===== src/rtl/tbw_pkg.sv =====
// Shared types, constants and helper functions for the barycentric weight block.
`default_nettype none
package tbw_pkg;

  localparam int SCREEN_MAX       = 512;
  localparam int VERT_FRAC_BITS   = 4;
  localparam int WEIGHT_FRAC_BITS = 14;

  localparam int VERT_W   = 16;
  localparam int PIX_W    = 10;
  localparam int WEIGHT_W = 18;
  localparam int BOX_W    = 10;
  localparam int CFG_IDX_W = 3;

  // Datapath widths, all derived from the field widths above.
  localparam int DIFF_W = VERT_W + 1;
  localparam int PXF_W  = PIX_W + VERT_FRAC_BITS + 1;
  localparam int MULP_W = DIFF_W + PXF_W;
  localparam int MULD_W = DIFF_W + VERT_W;
  localparam int MULK_W = 2 * VERT_W;
  localparam int SUM_W  = ((MULP_W > MULD_W) ? MULP_W : MULD_W) + 2;
  localparam int DEN_W  = SUM_W + 1;
  localparam int NUM_W  = SUM_W + WEIGHT_FRAC_BITS + 2;
  localparam int Q_W    = NUM_W;
  localparam int ALPHA_W = Q_W + 3;
  localparam int FRAC_M1 = (1 << VERT_FRAC_BITS) - 1;

  typedef enum logic [CFG_IDX_W-1:0] {
    REG_AX = 3'd0,
    REG_AY = 3'd1,
    REG_BX = 3'd2,
    REG_BY = 3'd3,
    REG_CX = 3'd4,
    REG_CY = 3'd5
  } cfg_reg_t;

  typedef struct packed {
    logic signed [VERT_W-1:0] ax;
    logic signed [VERT_W-1:0] ay;
    logic signed [VERT_W-1:0] bx;
    logic signed [VERT_W-1:0] by;
    logic signed [VERT_W-1:0] cx;
    logic signed [VERT_W-1:0] cy;
  } vtx_t;

  typedef struct packed {
    logic [BOX_W-1:0] min_x;
    logic [BOX_W-1:0] max_x;
    logic [BOX_W-1:0] min_y;
    logic [BOX_W-1:0] max_y;
  } box_t;

  // Per-item flags that ride along with the weight datapath.
  typedef struct packed {
    logic deg;
    logic neg_b;
    logic neg_g;
    logic in_box;
  } side_t;

  function automatic logic signed [VERT_W:0] fx_floor(input logic signed [VERT_W-1:0] v);
    logic signed [VERT_W:0] e;
    e = {v[VERT_W-1], v};
    return e >>> VERT_FRAC_BITS;
  endfunction

  function automatic logic signed [VERT_W:0] fx_ceil(input logic signed [VERT_W-1:0] v);
    logic signed [VERT_W:0] e;
    e = {v[VERT_W-1], v} + (VERT_W+1)'(FRAC_M1);
    return e >>> VERT_FRAC_BITS;
  endfunction

  function automatic logic [BOX_W-1:0] clamp_box(input logic signed [VERT_W:0] v);
    logic [BOX_W-1:0] r;
    if (v < 0) begin
      r = '0;
    end else if (v > SCREEN_MAX) begin
      r = BOX_W'(SCREEN_MAX);
    end else begin
      r = v[BOX_W-1:0];
    end
    return r;
  endfunction

  function automatic logic signed [WEIGHT_W-1:0] sat_w(input logic signed [ALPHA_W-1:0] v);
    logic signed [WEIGHT_W-1:0] r;
    if (v < -(ALPHA_W'(1) <<< (WEIGHT_W-1))) begin
      r = {1'b1, {(WEIGHT_W-1){1'b0}}};
    end else if (v > ((ALPHA_W'(1) <<< (WEIGHT_W-1)) - ALPHA_W'(1))) begin
      r = {1'b0, {(WEIGHT_W-1){1'b1}}};
    end else begin
      r = v[WEIGHT_W-1:0];
    end
    return r;
  endfunction

endpackage
`default_nettype wire


===== src/rtl/tbw_box.sv =====
// Bounding box of the configured triangle, floored/ceiled and clamped to screen.
`default_nettype none
module tbw_box (
  input  wire logic          clk,
  input  wire tbw_pkg::vtx_t vtx,
  output tbw_pkg::box_t      box_r
);

  logic signed [tbw_pkg::VERT_W-1:0] min_x, max_x, min_y, max_y;
  tbw_pkg::box_t box_nxt;

  always_comb begin
    min_x = (vtx.ax < vtx.bx) ? vtx.ax : vtx.bx;
    min_x = (min_x < vtx.cx) ? min_x : vtx.cx;
    max_x = (vtx.ax > vtx.bx) ? vtx.ax : vtx.bx;
    max_x = (max_x > vtx.cx) ? max_x : vtx.cx;
    min_y = (vtx.ay < vtx.by) ? vtx.ay : vtx.by;
    min_y = (min_y < vtx.cy) ? min_y : vtx.cy;
    max_y = (vtx.ay > vtx.by) ? vtx.ay : vtx.by;
    max_y = (max_y > vtx.cy) ? max_y : vtx.cy;
    box_nxt.min_x = tbw_pkg::clamp_box(tbw_pkg::fx_floor(min_x));
    box_nxt.max_x = tbw_pkg::clamp_box(tbw_pkg::fx_ceil(max_x));
    box_nxt.min_y = tbw_pkg::clamp_box(tbw_pkg::fx_floor(min_y));
    box_nxt.max_y = tbw_pkg::clamp_box(tbw_pkg::fx_ceil(max_y));
  end

  always_ff @(posedge clk) begin
    box_r <= box_nxt;
  end

endmodule
`default_nettype wire


===== config.mk =====
export PLATFORM = sky130hd
export DESIGN_NAME = tbw_box
export DESIGN_NICKNAME = d
export VERILOG_FILES = /design/src/rtl/tbw_pkg.sv /design/src/rtl/tbw_box.sv
export SDC_FILE = /design/constraint.sdc
export NUM_CORES = 1
export LEC_CHECK = 0
export BUFFER_PORTS_ARGS = -buffer_cell sky130_fd_sc_hd__buf_2
export CAP_MARGIN = 20
export CORE_UTILIZATION = 35
export CTS_BUF_LIST = sky130_fd_sc_hd__clkbuf_8
export DETAILED_ROUTE_END_ITERATION = 10
export HOLD_SLACK_MARGIN = 0.06
export PLACE_DENSITY = 0.62
export SLEW_MARGIN = 10
export SYNTH_ARGS = -nofsm -noshare
export SYNTH_HDL_FRONTEND = slang
export SYNTH_SLANG_ARGS = --single-unit

===== constraint.sdc =====
create_clock -name clk -period 11.64 [get_ports clk]
set_clock_uncertainty 0.05 [all_clocks]
set_input_delay 1.164 -clock clk [delete_from_list [all_inputs] [get_ports clk]]
set_output_delay 1.164 -clock clk [all_outputs]
set_load 0.01 [all_outputs]

==> metrics.csv <==
metric,value,unit
grt_setup_unrepaired,false,
insertedDiodeCount,0,
drt_pass1_iterations,5,
slew_viol_final,0,
antenna_found_initial,0,
clockBufferDepth,2,
required,11.83,ns
yosysTopAreaCell,ha_1,
cts_tree,done,
clk_pin_slew,0.08,ns
std_cell_rows,47,
drive_above_1_share,24.2,%
synth_edf_count,0,
worst-path-buf-inv,3,
reg_top3,box_r: 40 flops,
ys_types,85,
grt_pass1_wl,29700,um
cts_setup_buffers,0,
die_area,0.0174,mm2
fmax,145,MHz
worstPathCellList,buf_2 > inv_1 > ha_1 > nand4_2 > nor4_2 > a21boi_2 > a211oi_2 > nand2b_1 > nand2_1 > mux2i_1 > inv_1 > ha_1 > and4_1 > nor3b_1 > a31oi_1 > mux2i_1 > or2_2 > or4_4 > o21ai_4 > nand4_4 > a22oi_1,
final_cells,1091,
grt_overflow,0,
syn-num-nets,940,
via_count,6088,
cts_resized,0,
cp_slowest_stage_delay,0.60,ns
yosysWarningCount,0,
hold_viol,0,
peakVddDrop,40.9,uV
initial_core_util,35.8,%
tightest_slew,1.14,ns
syn_avg_cell_area,7.90,um2
grt_start_max_net_pins,27,
place_inst,1083,
drv_cap,0,
final_util,41.6,%
syn2layout_area_growth,16.1,%
die_w,132,um
ios,137,
htreeDepth,2,
num-fill-cells,1704,
layout.nets,1061,
hpwl,15500,um
place_congestion,0.937,
critical_path.endpoint_type,flip-flop,
core-area,0.0165,mm2
hold_path.class,input port to flip-flop,
drt_iter0_drc,429,
syn_inst,749,
vias_per_cell,5.58,
largest_register,box_r,
powerDensity,101,mW/mm2
drc,0,
ant_nets,0,
p_leak,3.34,nW
port-buffer-count,136,
yosysSeqAreaShare,13.5,%
path_delay_family,simple AND/OR/NAND/NOR gates,
syn_area,0.00592,mm2
status,finished clean,
critPathArrivalTime,7.10,ns
synth_area_leaders,"ha_1, dfxtp_1, mux2_2",
total_power,0.694,mW
die_h,132,um
cp_max_fo,25,
hold_buffers,0,
synthArstFlopShare,0,%
timing.final.crit_share,59.4,%
synth_seq_cells,40,
slowest_stage,or4_4,
fin_crit,6.91,ns
clock-sinks,40,
grt_pass1_vias,5774,
wire_per_inst,16.9,um
post-synth-top-area-fraction,19.9,%
worst-setup-path-type,input port to flip-flop,
drt-total-wl,18400,um
root_buffer,clkbuf_8,
relSlewSlack,23.6,%
synthFlopType,dfxtp_1,
finalSetupTns,0,ns
numCtsBuffers,5,
largest_register_ffs,40,
finalSetupViolCount,0,
critPathLaunchType,input port,
grt_use_total,21.3,%
-- cells by family after synthesis --
logic type                 Yosys count  share of synthesized area (%)
and+or+nand+nor                    223                           21.4
AOI/OAI and AO/OA                  218                           25.2
xor gates and xnor gates            10                           1.48
muxes                               63                           11.5
adders and majority gates           94                           19.9
buffers and inverters              101                           7.04
DFF                                 40                           13.5
-- per-stage QoR --
step	area, um2	hold slack, ns	setup slack [ns]
5_1_grt	6870	1.08	4.25
3_5_place_dp	6760	1.40	4.51
4_1_cts	6870	1.06	4.83
2_1_floorplan	5920	1.25	5.72
3_3_place_gp	6760	1.39	4.70
6_report	6870	1.07	4.73
-- cells in the mapped netlist (8+ instances only) --
library cell,number
nor3_1,15
a21o_1,18
nand4_1,24
xnor2_1,8
buf_2,9
nand3_1,37
ha_1,94
a21oi_1,55
o21ai_0,59
nand2_1,62
clkbuf_1,8
dfxtp_1,40
mux2_2,30
nor4_1,9
inv_1,77
or3b_1,9
mux2i_1,30
nor2_1,16
-- layout make-up --
class,count,area [um2],area share [%]
repair buffers,137,688,10.0
flip-flops and latches,40,801,11.7
clock inverters,3,42.5,0.619
well taps,220,275,4.01
clock buffers,5,68.8,1.00
inverters,78,293,4.26
multi-input cells,608,4700,68.4
-- cells in the final DEF (no fill, tap or decap), types with 5 or more instances in the layout --
| master | Yosys | routed |
|---|---|---|
| nand2_1 | 62 | 62 |
| o211ai_1 | 7 | 7 |
| nand4_1 | 24 | 24 |
| o21ai_0 | 59 | 59 |
| nand3_1 | 37 | 37 |
| a21oi_1 | 55 | 55 |
| or3b_1 | 9 | 9 |
| and2_1 | 5 | 5 |
| nor2_1 | 16 | 16 |
| nor3_1 | 15 | 15 |
| o21a_1 | 5 | 5 |
| nor2b_1 | 7 | 7 |
| a31oi_1 | 6 | 6 |
| dfxtp_1 | 40 | 40 |
| a22oi_1 | 6 | 6 |
| inv_1 | 77 | 77 |
| or4_1 | 6 | 6 |
| o21ai_1 | 5 | 5 |
| ha_1 | 94 | 94 |
| clkbuf_8 | 0 | 5 |
| xnor2_1 | 8 | 8 |
| mux2i_1 | 30 | 30 |
| nor4_1 | 9 | 9 |
| mux2_2 | 30 | 30 |
| nand2b_1 | 5 | 5 |
| buf_2 | 9 | 136 |
| a21o_1 | 18 | 18 |
-- metal layers --
| layer | GRT usage, % | part of all wire, % |
|---|---|---|
| met3 | 2.58 | 5.5 |
| met1 | 29.6 | 47 |
| met2 | 34.0 | 45 |
| met5 | 0 | 0 |
| met4 | 6.78 | 2.0 |
-- final timing paths --
kind / startpoint / endpoint / slack [ns] / depth (start not counted)
worst max-delay path: vtx[47] / box_r[5] / 4.73 / 21
worst min-delay path: vtx[12] / box_r[18] / 1.07 / 3
-- where the power goes --
part	internal, mW	leakage, nW	switching (mW)
Combinational	0.167	2.96	0.249
Clock	0.0634	0.0541	0.0535
Sequential	0.155	0.327	0.00683
No activity file was read; power rests on OpenSTA's default activity.
